File: config.mk
export PLATFORM = sky130hd
export DESIGN_NAME = color_key_soft_blend
export DESIGN_NICKNAME = d
export VERILOG_FILES = /design/src/sv/ckb_pkg.sv /design/src/sv/ckb_dist.sv /design/src/sv/ckb_sqrt.sv /design/src/sv/ckb_alpha.sv /design/src/sv/color_key_soft_blend.sv
export SDC_FILE = /design/constraint.sdc
export NUM_CORES = 2
export LEC_CHECK = 0
export ABC_CLOCK_PERIOD_IN_PS = 84600
export BUFFER_PORTS_ARGS = -buffer_cell sky130_fd_sc_hd__buf_2
export CAP_MARGIN = 40
export CORE_ASPECT_RATIO = 1.75
export CORE_MARGIN = 1.5
export CORE_UTILIZATION = 60
export DETAILED_ROUTE_END_ITERATION = 8
export PLACE_DENSITY_LB_ADDON = 0.3
export SYNTH_ARGS = -nofsm -noshare
export SYNTH_HDL_FRONTEND = slang
export SYNTH_SLANG_ARGS = --single-unit
File: constraint.sdc
create_clock -name clk -period 84.6 [get_ports clk]
set_input_delay 0 -clock clk [delete_from_list [all_inputs] [get_ports clk]]
set_output_delay 0 -clock clk [all_outputs]
set_load 0.1 [all_outputs]
File: src/sv/ckb_pkg.sv
// ----------------------------------------------------------------------------
// ckb_pkg
// Shared types, widths and helpers of the color key soft blend pipeline.
// ----------------------------------------------------------------------------
`default_nettype none

package ckb_pkg;

    localparam int ROOT_FRAC_BITS = 8;
    localparam int ChanW     = 8;
    localparam int RadW      = 9;
    localparam int CfgW      = 9;
    localparam int CfgIdxW   = 3;
    localparam int AlphaW    = 8;
    localparam int D2W       = 18;                       // 3 * 255^2 fits
    localparam int VW        = D2W + 2 * ROOT_FRAC_BITS; // radicand width
    localparam int RootW     = D2W / 2 + ROOT_FRAC_BITS; // root width
    localparam int RW        = RootW + 3;                // partial remainder
    localparam int SqIters   = RootW;
    localparam int SqStages  = (SqIters + 1) / 2;
    localparam int NumW      = RootW + AlphaW;           // 255 * span
    localparam int DivStages = AlphaW / 2;
    localparam int MixW      = 2 * ChanW + 1;

    localparam logic [AlphaW-1:0] FullAlpha = 8'd255;
    localparam logic [ChanW-1:0]  KeyReset  = 8'd70;
    localparam logic [RadW-1:0]   InnerReset = 9'd60;
    localparam logic [RadW-1:0]   OuterReset = 9'd170;

    typedef enum logic [CfgIdxW-1:0] {
        REG_KEY_RED   = 3'd0,
        REG_KEY_GREEN = 3'd1,
        REG_KEY_BLUE  = 3'd2,
        REG_INNER     = 3'd3,
        REG_OUTER     = 3'd4
    } reg_idx_t;

    typedef struct packed {
        logic [ChanW-1:0] fg_red;
        logic [ChanW-1:0] fg_green;
        logic [ChanW-1:0] fg_blue;
        logic [ChanW-1:0] key_src_red;
        logic [ChanW-1:0] key_src_green;
        logic [ChanW-1:0] key_src_blue;
    } pix_t;

    typedef struct packed {
        logic [ChanW-1:0]  out_red;
        logic [ChanW-1:0]  out_green;
        logic [ChanW-1:0]  out_blue;
        logic [AlphaW-1:0] alpha_used;
    } res_t;

    typedef struct packed {
        logic [ChanW-1:0] red;
        logic [ChanW-1:0] green;
        logic [ChanW-1:0] blue;
    } key_t;

    typedef struct packed {
        logic [RW-1:0]    r;
        logic [RootW-1:0] q;
    } sq_t;

    typedef struct packed {
        logic [NumW-1:0] rem;
        logic            bit_q;
    } dv_t;

    // One digit of the restoring square root.
    function automatic sq_t sqrt_step(input logic [RW-1:0] r, input logic [RootW-1:0] q,
                                      input logic [1:0] pair);
        logic [RW-1:0] rs;
        logic [RW-1:0] t;
        sq_t o;
        rs = {r[RW-3:0], pair};
        t  = {1'b0, q, 2'b01};
        if (rs >= t)
        begin
            o.r = rs - t;
            o.q = {q[RootW-2:0], 1'b1};
        end
        else
        begin
            o.r = rs;
            o.q = {q[RootW-2:0], 1'b0};
        end
        return o;
    endfunction

    // One quotient bit of the restoring divider; dsh is the shifted divisor.
    function automatic dv_t div_step(input logic [NumW-1:0] rem, input logic [NumW-1:0] dsh);
        dv_t o;
        if (rem >= dsh)
        begin
            o.rem   = rem - dsh;
            o.bit_q = 1'b1;
        end
        else
        begin
            o.rem   = rem;
            o.bit_q = 1'b0;
        end
        return o;
    endfunction

endpackage

`default_nettype wire

File: src/sv/ckb_dist.sv
// ----------------------------------------------------------------------------
// ckb_dist
// Squared distance of the key source pixel from the key color, two stages.
// ----------------------------------------------------------------------------
`default_nettype none

module ckb_dist (
    input  wire logic                 clk,
    input  wire logic                 rst_n,
    input  wire logic                 en,
    input  wire logic                 in_valid,
    input  wire ckb_pkg::pix_t        in_pix,
    input  wire ckb_pkg::key_t        key,
    output logic                      out_valid,
    output ckb_pkg::pix_t             out_pix,
    output logic [ckb_pkg::D2W-1:0]   out_d2
);
    import ckb_pkg::*;

    logic               s1_valid_reg;
    pix_t               s1_pix_reg;
    logic [2*ChanW-1:0] sq_r_reg, sq_g_reg, sq_b_reg;
    logic [2*ChanW-1:0] sq_r_next, sq_g_next, sq_b_next;
    logic               s2_valid_reg;
    pix_t               s2_pix_reg;
    logic [D2W-1:0]     d2_reg;
    logic [D2W-1:0]     d2_next;
    logic [ChanW-1:0]   dr, dg, db;

    always_comb
    begin
        dr = (in_pix.key_src_red >= key.red) ? in_pix.key_src_red - key.red
                                             : key.red - in_pix.key_src_red;
        dg = (in_pix.key_src_green >= key.green) ? in_pix.key_src_green - key.green
                                                 : key.green - in_pix.key_src_green;
        db = (in_pix.key_src_blue >= key.blue) ? in_pix.key_src_blue - key.blue
                                               : key.blue - in_pix.key_src_blue;
        sq_r_next = dr * dr;
        sq_g_next = dg * dg;
        sq_b_next = db * db;
        d2_next = D2W'(sq_r_reg) + D2W'(sq_g_reg) + D2W'(sq_b_reg);
    end

    always_ff @(posedge clk or negedge rst_n)
    begin
        if (!rst_n)
        begin
            s1_valid_reg <= 1'b0;
            s2_valid_reg <= 1'b0;
        end
        else if (en)
        begin
            s1_valid_reg <= in_valid;
            s2_valid_reg <= s1_valid_reg;
        end
    end

    always_ff @(posedge clk)
    begin
        if (en)
        begin
            s1_pix_reg <= in_pix;
            sq_r_reg   <= sq_r_next;
            sq_g_reg   <= sq_g_next;
            sq_b_reg   <= sq_b_next;
            s2_pix_reg <= s1_pix_reg;
            d2_reg     <= d2_next;
        end
    end

    assign out_valid = s2_valid_reg;
    assign out_pix   = s2_pix_reg;
    assign out_d2    = d2_reg;

endmodule

`default_nettype wire

File: src/sv/ckb_sqrt.sv
// ----------------------------------------------------------------------------
// ckb_sqrt
// Pipelined fixed-point square root, two digits per stage and one in the last stage.
// ----------------------------------------------------------------------------
`default_nettype none

module ckb_sqrt (
    input  wire logic                  clk,
    input  wire logic                  rst_n,
    input  wire logic                  en,
    input  wire logic                  in_valid,
    input  wire ckb_pkg::pix_t         in_pix,
    input  wire logic [ckb_pkg::D2W-1:0] in_d2,
    output logic                       out_valid,
    output ckb_pkg::pix_t              out_pix,
    output logic [ckb_pkg::RootW-1:0]  out_root
);
    import ckb_pkg::*;

    logic             valid_reg [SqStages];
    pix_t             pix_reg   [SqStages];
    logic [VW-1:0]    v_reg     [SqStages];
    sq_t              sq_reg    [SqStages];

    genvar s;
    generate
        for (s = 0; s < SqStages; s++)
        begin : g_stage
            logic          v_in;
            pix_t          p_in;
            logic [VW-1:0] rad_in;
            sq_t           sq_in;
            sq_t           sq_mid;
            sq_t           sq_next;

            if (s == 0)
            begin : g_first
                assign v_in   = in_valid;
                assign p_in   = in_pix;
                assign rad_in = {in_d2, (2 * ROOT_FRAC_BITS)'(0)};
                assign sq_in  = '0;
            end
            else
            begin : g_rest
                assign v_in   = valid_reg[s-1];
                assign p_in   = pix_reg[s-1];
                assign rad_in = v_reg[s-1];
                assign sq_in  = sq_reg[s-1];
            end

            assign sq_mid = sqrt_step(sq_in.r, sq_in.q,
                                      rad_in[2*(SqIters-1-2*s)+1 -: 2]);
            if (2 * s + 1 < SqIters)
            begin : g_two
                assign sq_next = sqrt_step(sq_mid.r, sq_mid.q,
                                           rad_in[2*(SqIters-2-2*s)+1 -: 2]);
            end
            else
            begin : g_one
                assign sq_next = sq_mid;
            end

            always_ff @(posedge clk or negedge rst_n)
            begin
                if (!rst_n)
                    valid_reg[s] <= 1'b0;
                else if (en)
                    valid_reg[s] <= v_in;
            end

            always_ff @(posedge clk)
            begin
                if (en)
                begin
                    pix_reg[s] <= p_in;
                    v_reg[s]   <= rad_in;
                    sq_reg[s]  <= sq_next;
                end
            end
        end
    endgenerate

    assign out_valid = valid_reg[SqStages-1];
    assign out_pix   = pix_reg[SqStages-1];
    assign out_root  = sq_reg[SqStages-1].q;

endmodule

`default_nettype wire

File: src/sv/ckb_alpha.sv
// ----------------------------------------------------------------------------
// ckb_alpha
// Alpha from the distance: radius tests, then a pipelined ramp divider.
// ----------------------------------------------------------------------------
`default_nettype none

module ckb_alpha (
    input  wire logic                    clk,
    input  wire logic                    rst_n,
    input  wire logic                    en,
    input  wire logic                    in_valid,
    input  wire ckb_pkg::pix_t           in_pix,
    input  wire logic [ckb_pkg::RootW-1:0] in_root,
    input  wire logic [ckb_pkg::RadW-1:0]  inner,
    input  wire logic [ckb_pkg::RadW-1:0]  outer,
    output logic                         out_valid,
    output ckb_pkg::pix_t                out_pix,
    output logic [ckb_pkg::AlphaW-1:0]   out_alpha
);
    import ckb_pkg::*;

    localparam int NS = DivStages + 1;

    logic              valid_reg [NS];
    pix_t              pix_reg   [NS];
    logic              full_reg  [NS];
    logic              zero_reg  [NS];
    logic [NumW-1:0]   rem_reg   [NS];
    logic [RootW-1:0]  den_reg   [NS];
    logic [AlphaW-1:0] quot_reg  [NS];

    logic [RootW-1:0] in_fx, out_fx, span;
    logic [NumW-1:0]  num_next;

    always_comb
    begin
        in_fx    = RootW'(inner) << ROOT_FRAC_BITS;
        out_fx   = RootW'(outer) << ROOT_FRAC_BITS;
        span     = out_fx - in_root;
        num_next = (NumW'(span) << AlphaW) - NumW'(span);
    end

    always_ff @(posedge clk)
    begin
        if (en)
        begin
            pix_reg[0]  <= in_pix;
            full_reg[0] <= (in_root <= in_fx);
            zero_reg[0] <= (in_root >= out_fx);
            rem_reg[0]  <= num_next;
            den_reg[0]  <= out_fx - in_fx;
            quot_reg[0] <= '0;
        end
    end

    always_ff @(posedge clk or negedge rst_n)
    begin
        if (!rst_n)
            valid_reg[0] <= 1'b0;
        else if (en)
            valid_reg[0] <= in_valid;
    end

    genvar s;
    generate
        for (s = 1; s < NS; s++)
        begin : g_div
            dv_t d_hi, d_lo;

            assign d_hi = div_step(rem_reg[s-1],
                                   NumW'(den_reg[s-1]) << (AlphaW - 2 * s + 1));
            assign d_lo = div_step(d_hi.rem,
                                   NumW'(den_reg[s-1]) << (AlphaW - 2 * s));

            always_ff @(posedge clk or negedge rst_n)
            begin
                if (!rst_n)
                    valid_reg[s] <= 1'b0;
                else if (en)
                    valid_reg[s] <= valid_reg[s-1];
            end

            always_ff @(posedge clk)
            begin
                if (en)
                begin
                    pix_reg[s]  <= pix_reg[s-1];
                    full_reg[s] <= full_reg[s-1];
                    zero_reg[s] <= zero_reg[s-1];
                    rem_reg[s]  <= d_lo.rem;
                    den_reg[s]  <= den_reg[s-1];
                    quot_reg[s] <= {quot_reg[s-1][AlphaW-3:0], d_hi.bit_q, d_lo.bit_q};
                end
            end
        end
    endgenerate

    // inner test wins over outer test when the radii are inverted
    always_comb
    begin
        if (full_reg[NS-1])
            out_alpha = FullAlpha;
        else if (zero_reg[NS-1])
            out_alpha = '0;
        else
            out_alpha = quot_reg[NS-1];
    end

    assign out_valid = valid_reg[NS-1];
    assign out_pix   = pix_reg[NS-1];

endmodule

`default_nettype wire

File: src/sv/color_key_soft_blend.sv
// ----------------------------------------------------------------------------
// color_key_soft_blend
// Chroma key with a soft alpha ramp and per-channel blend, fully pipelined.
//
//   channel  signals                          width        role
//   pix      pix_valid pix_ready pix          48 (struct)  pixel pair request
//   res      res_valid res_ready res          32 (struct)  blended pixel
//   cfg      cfg_we cfg_index cfg_data        3 / 9        register write
//
// One request per cycle sustained while res is not stalled; the stages are 2 distance
// stages, 9 square root stages (two root digits each, one in the last), 5 alpha
// stages (test plus a divider of two quotient bits per stage) and 2 blend stages.
// Reset clears all valid bits and loads the key and radius registers.
// A stall at res holds every stage; no request is dropped or repeated.
// ----------------------------------------------------------------------------
`default_nettype none

module color_key_soft_blend (
    input  wire logic                      clk,
    input  wire logic                      rst_n,
    input  wire logic                      pix_valid,
    output logic                           pix_ready,
    input  wire ckb_pkg::pix_t             pix,
    output logic                           res_valid,
    input  wire logic                      res_ready,
    output ckb_pkg::res_t                  res,
    input  wire logic                      cfg_we,
    input  wire logic [ckb_pkg::CfgIdxW-1:0] cfg_index,
    input  wire logic [ckb_pkg::CfgW-1:0]  cfg_data
);
    import ckb_pkg::*;

    key_t            key_reg;
    logic [RadW-1:0] inner_reg, outer_reg;

    logic              en;
    logic              d_valid, s_valid, a_valid;
    pix_t              d_pix, s_pix, a_pix;
    logic [D2W-1:0]    d_d2;
    logic [RootW-1:0]  s_root;
    logic [AlphaW-1:0] a_alpha;

    logic              m_valid_reg;
    logic [MixW-1:0]   m_r_reg, m_g_reg, m_b_reg;
    logic [MixW-1:0]   m_r_next, m_g_next, m_b_next;
    logic [AlphaW-1:0] m_alpha_reg;
    logic              res_valid_reg;
    res_t              res_reg;
    res_t              res_next;

    assign en        = !res_valid_reg || res_ready;
    assign pix_ready = en;

    always_ff @(posedge clk or negedge rst_n)
    begin
        if (!rst_n)
        begin
            key_reg   <= '{red: KeyReset, green: KeyReset, blue: KeyReset};
            inner_reg <= InnerReset;
            outer_reg <= OuterReset;
        end
        else if (cfg_we)
        begin
            case (reg_idx_t'(cfg_index))
                REG_KEY_RED:   key_reg.red   <= cfg_data[ChanW-1:0];
                REG_KEY_GREEN: key_reg.green <= cfg_data[ChanW-1:0];
                REG_KEY_BLUE:  key_reg.blue  <= cfg_data[ChanW-1:0];
                REG_INNER:     inner_reg     <= cfg_data[RadW-1:0];
                REG_OUTER:     outer_reg     <= cfg_data[RadW-1:0];
                default:       ;
            endcase
        end
    end

    ckb_dist u_dist (
        .clk       (clk),
        .rst_n     (rst_n),
        .en        (en),
        .in_valid  (pix_valid),
        .in_pix    (pix),
        .key       (key_reg),
        .out_valid (d_valid),
        .out_pix   (d_pix),
        .out_d2    (d_d2)
    );

    ckb_sqrt u_sqrt (
        .clk       (clk),
        .rst_n     (rst_n),
        .en        (en),
        .in_valid  (d_valid),
        .in_pix    (d_pix),
        .in_d2     (d_d2),
        .out_valid (s_valid),
        .out_pix   (s_pix),
        .out_root  (s_root)
    );

    ckb_alpha u_alpha (
        .clk       (clk),
        .rst_n     (rst_n),
        .en        (en),
        .in_valid  (s_valid),
        .in_pix    (s_pix),
        .in_root   (s_root),
        .inner     (inner_reg),
        .outer     (outer_reg),
        .out_valid (a_valid),
        .out_pix   (a_pix),
        .out_alpha (a_alpha)
    );

    always_comb
    begin
        m_r_next = MixW'(a_pix.fg_red) * MixW'(a_alpha)
                 + MixW'(a_pix.key_src_red) * MixW'(FullAlpha - a_alpha);
        m_g_next = MixW'(a_pix.fg_green) * MixW'(a_alpha)
                 + MixW'(a_pix.key_src_green) * MixW'(FullAlpha - a_alpha);
        m_b_next = MixW'(a_pix.fg_blue) * MixW'(a_alpha)
                 + MixW'(a_pix.key_src_blue) * MixW'(FullAlpha - a_alpha);
    end

    // divide by 255 as (x + (x >> 8) + 1) >> 8, exact over the blend range
    function automatic logic [ChanW-1:0] div255(input logic [MixW-1:0] x);
        logic [MixW:0] t;
        t = {1'b0, x} + (MixW + 1)'(x >> 8) + (MixW + 1)'(1);
        t = t >> 8;
        return (t > (MixW + 1)'(FullAlpha)) ? FullAlpha : t[ChanW-1:0];
    endfunction

    always_comb
    begin
        res_next.out_red    = div255(m_r_reg);
        res_next.out_green  = div255(m_g_reg);
        res_next.out_blue   = div255(m_b_reg);
        res_next.alpha_used = m_alpha_reg;
    end

    always_ff @(posedge clk or negedge rst_n)
    begin
        if (!rst_n)
        begin
            m_valid_reg   <= 1'b0;
            res_valid_reg <= 1'b0;
        end
        else if (en)
        begin
            m_valid_reg   <= a_valid;
            res_valid_reg <= m_valid_reg;
        end
    end

    always_ff @(posedge clk)
    begin
        if (en)
        begin
            m_r_reg     <= m_r_next;
            m_g_reg     <= m_g_next;
            m_b_reg     <= m_b_next;
            m_alpha_reg <= a_alpha;
            res_reg     <= res_next;
        end
    end

    assign res_valid = res_valid_reg;
    assign res       = res_reg;

    // hold the whole pipe exactly while a result waits
    a_ready_rule: assert property (@(posedge clk) disable iff (!rst_n)
        pix_ready == (!res_valid || res_ready))
        else $error("pix_ready does not follow the output stall");

    // inverted radii leave only the hard alpha values
    a_inverted_radii: assert property (@(posedge clk) disable iff (!rst_n)
        (res_valid && (inner_reg >= outer_reg))
        |-> (res.alpha_used == FullAlpha || res.alpha_used == '0))
        else $error("ramp alpha seen with inverted radii");

    // a result nobody took is still there next cycle
    a_result_hold: assert property (@(posedge clk) disable iff (!rst_n)
        (res_valid && !res_ready) |=> (res_valid && $stable(res)))
        else $error("pending result lost during stall");

endmodule

`default_nettype wire

==> run summary <==
final hold viol count = 0
#FFs+latches synth = 1401
final setup margin = 76.80 ns
final net count = 7879
# H-tree levels = 3
critical path required time = 85.09 ns
input/output buffers = 98
Clock transition at path regs = 0.07 ns
total global-route track usage = 24.5%
sequential area share after synthesis = 51.8%
pre-CTS WS = 76.79 ns
final worst path period need = 7.80 ns
total gr overflow = 0
CP Launch Type = flop
final WL = 163000 um
Max-slew headroom = 27.1%
worst-margin pin slew = 1.09 ns
max reg flops = 432
Final Cycle Share = 9.22%
largest cells by area after synthesis = edfxtp_1 (50%), ha_1 (10%), fa_1 (9.6%)
Post-CTS Setup Repair Bufs = 0
outcome = finished, final reports clean
first-pass GRT wire length = 262000 um
total of max-cap violations = 0
EDFF count, synth = 1341
CTS Root Cell = clkbuf_16
number of global-route vias before repair = 52500
Slew Viols, Final = 0
top_reg_cell synth = edfxtp_1
biggest area consumer among synthesized cells = edfxtp_1
Synth-to-Final Area Change = 10.6%
Top Ports = 99
RSZ-0062 raised after global routing = no
largest net degree at the start of global routing = 196
WL per Instance = 18.8 um
mapped cell area = 0.0808 mm^2
Die Y = 488 um
Yosys warnings = 0
Worst-Skew Late Latency = 0.77 ns
Fin Clk Skew = 0.0537 ns
Die ar. = 0.137 mm^2
endpoints failing setup = 0
Worst Hold Class = input port to flop
total CTS buffers = 121
worst-path fanout max = 6
DR DRC count = 0
initial DRC count = 2594
gate count after technology mapping = 6474
first-pass detailed-route iteration total = 6
CTS sink count = 1401
post_cts resized = 0
Yosys top cell area share = 49.9%
Initial Util = 60.6%
Post-DRT Antenna Nets = 0
Worst EP arrival = 8.29 ns
syn_area_per_cell = 12.5 um^2
CP endpoint kind = flop
via-per-instance ratio = 5.69
CTS tree = yes
Async S/R FF share, synth = 4.28%
Netlist cell types = 110
dominant cell by count in the synthesized netlist = edfxtp_1
f_max = 128 MHz
critical path type = flop to flop
DIE WIDTH = 280 um
DP Wirelength = 122000 um
share of cells above drive strength 1 = 8.36%
GPL Wtd Cong = 0.946
Post-synth top cells = edfxtp_1 (1341), inv_1 (854), ha_1 (643), nand2_1 (431), fa_1 (388)
# rows = 177
via count = 49400
initial antenna violation count = 3
CTS Buffer Depth = 3
Core Footprint = 0.133 mm^2
TNS Setup = 0 ns
path summary, 6_finish.rpt:
path | startpoint | endpoint | slack (ns) | cells after the start
setup / recovery | key_reg[9] | u_dist.sq_g_reg[15] | 76.80 | 26
hold / removal | pix[5] | u_dist.s1_pix_reg[5] | 0.07 | 2
setup reg to reg | key_reg[9] | u_dist.sq_g_reg[15] | 76.80 | 26
hold reg to reg | u_sqrt.pix_reg[0][309] | u_sqrt.pix_reg[0][357] | 0.39 | 0
max in group asynchronous | rst_n | u_dist.out_valid | 83.46 | 4
min in group asynchronous | rst_n | key_reg[11] | 0.56 | 4
critical path, stage by stage, from the launching register on:
cell and delay (ns):
dfstp_2 0.56, inv_1 0.09, fa_1 0.46, a21oi_1 0.21, o2111a_1 0.28, nor3_1 0.13
o211a_1 0.22, o31ai_1 0.58, a21oi_1 0.22, o2111a_1 0.31, o21a_1 0.25, or3_1 0.39
fa_1 0.56, inv_1 0.08, fa_1 0.52, fa_1 0.57, inv_1 0.06, fa_1 0.53
inv_1 0.04, ha_1 0.34, a21o_1 0.17, a31oi_1 0.14, nor2b_1 0.08, o21a_1 0.20
o21ai_0 0.25, a21oi_1 0.13, xor2_1 0.18
per-stage QoR:
stage	area (um^2)	hold slack (ns)	instances	utilization, %
4_1_cts	89300	0.00124	8679	67.0
2_1_floorplan	80800	-0.296	6481	-
5_1_grt	89300	0.0304	8681	67.0
3_3_place_gp	83400	0.179	8305	62.6
6_report	89300	0.0702	8681	67.0
3_5_place_dp	83900	0.179	8330	62.9
layout make-up:
type | count | area (um^2)
fillers | 9626 | 44000
flip-flops and latches | 1401 | 41800
multi-input cells | 4121 | 35400
inverters | 858 | 3220
clock buffers | 136 | 3080
repair buffers | 280 | 2440
well taps | 1790 | 2240
clock inverters | 93 | 1150
diodes | 2 | 5.00
timing repair:
action / 4_1_cts / 5_1_grt
hold buffers: 120 / 0
setup endpoints to repair: 0 / 0
hold endpoints to repair: 222 / 0
logic make-up after synthesis:
group           Yosys count  share of synthesized area, %
mux                     170                          2.30
simple gates           1554                          9.82
xor+xnor                356                          3.86
buf+inv                 959                          4.51
other cells               2                       0.00930
compound gates         1001                          8.16
fa+ha+maj              1031                          19.6
flops                  1401                          51.8
layout by cell type (no fill, tap or decap), types with 16 or more instances in the layout:
cell type and count:
a211oi_1 24, a21o_1 103, a21oi_1 252, a31oi_1 38, and2_1 238, and3_1 33, buf_2 98, buf_4 41
bufinv_16 18, clkbuf_16 121, clkinv_1 22, dfrtp_1 43, dfstp_2 17, dlygate4sd3_1 120, edfxtp_1 1341, fa_1 388
ha_1 643, inv_1 854, mux2_2 119, mux2i_1 45, nand2_1 431, nand2b_1 50, nand3_1 75, nand4_1 32
nor2_1 300, nor2b_1 70, nor3_1 111, nor4_1 42, o211ai_1 33, o21a_1 71, o21ai_0 211, o21bai_1 41
o31a_1 16, o31ai_1 30, or2_2 36, or3_1 33, xnor2_1 241, xor2_1 115
per-layer routing:
metal / track usage (%) / vias up / part of all wire [%]
met2: 47.5 / 1124 / 56
met5: 0 / - / 0
met1: 23.5 / 24300 / 33
li1: - / 23500 / -
met4: 16.8 / 0 / 7.5
met3: 3.03 / 530 / 3.2
Power is left out: the tool's default activity adds up to more than one toggle a clock period on the data nets, which glitch-free logic cannot reach.
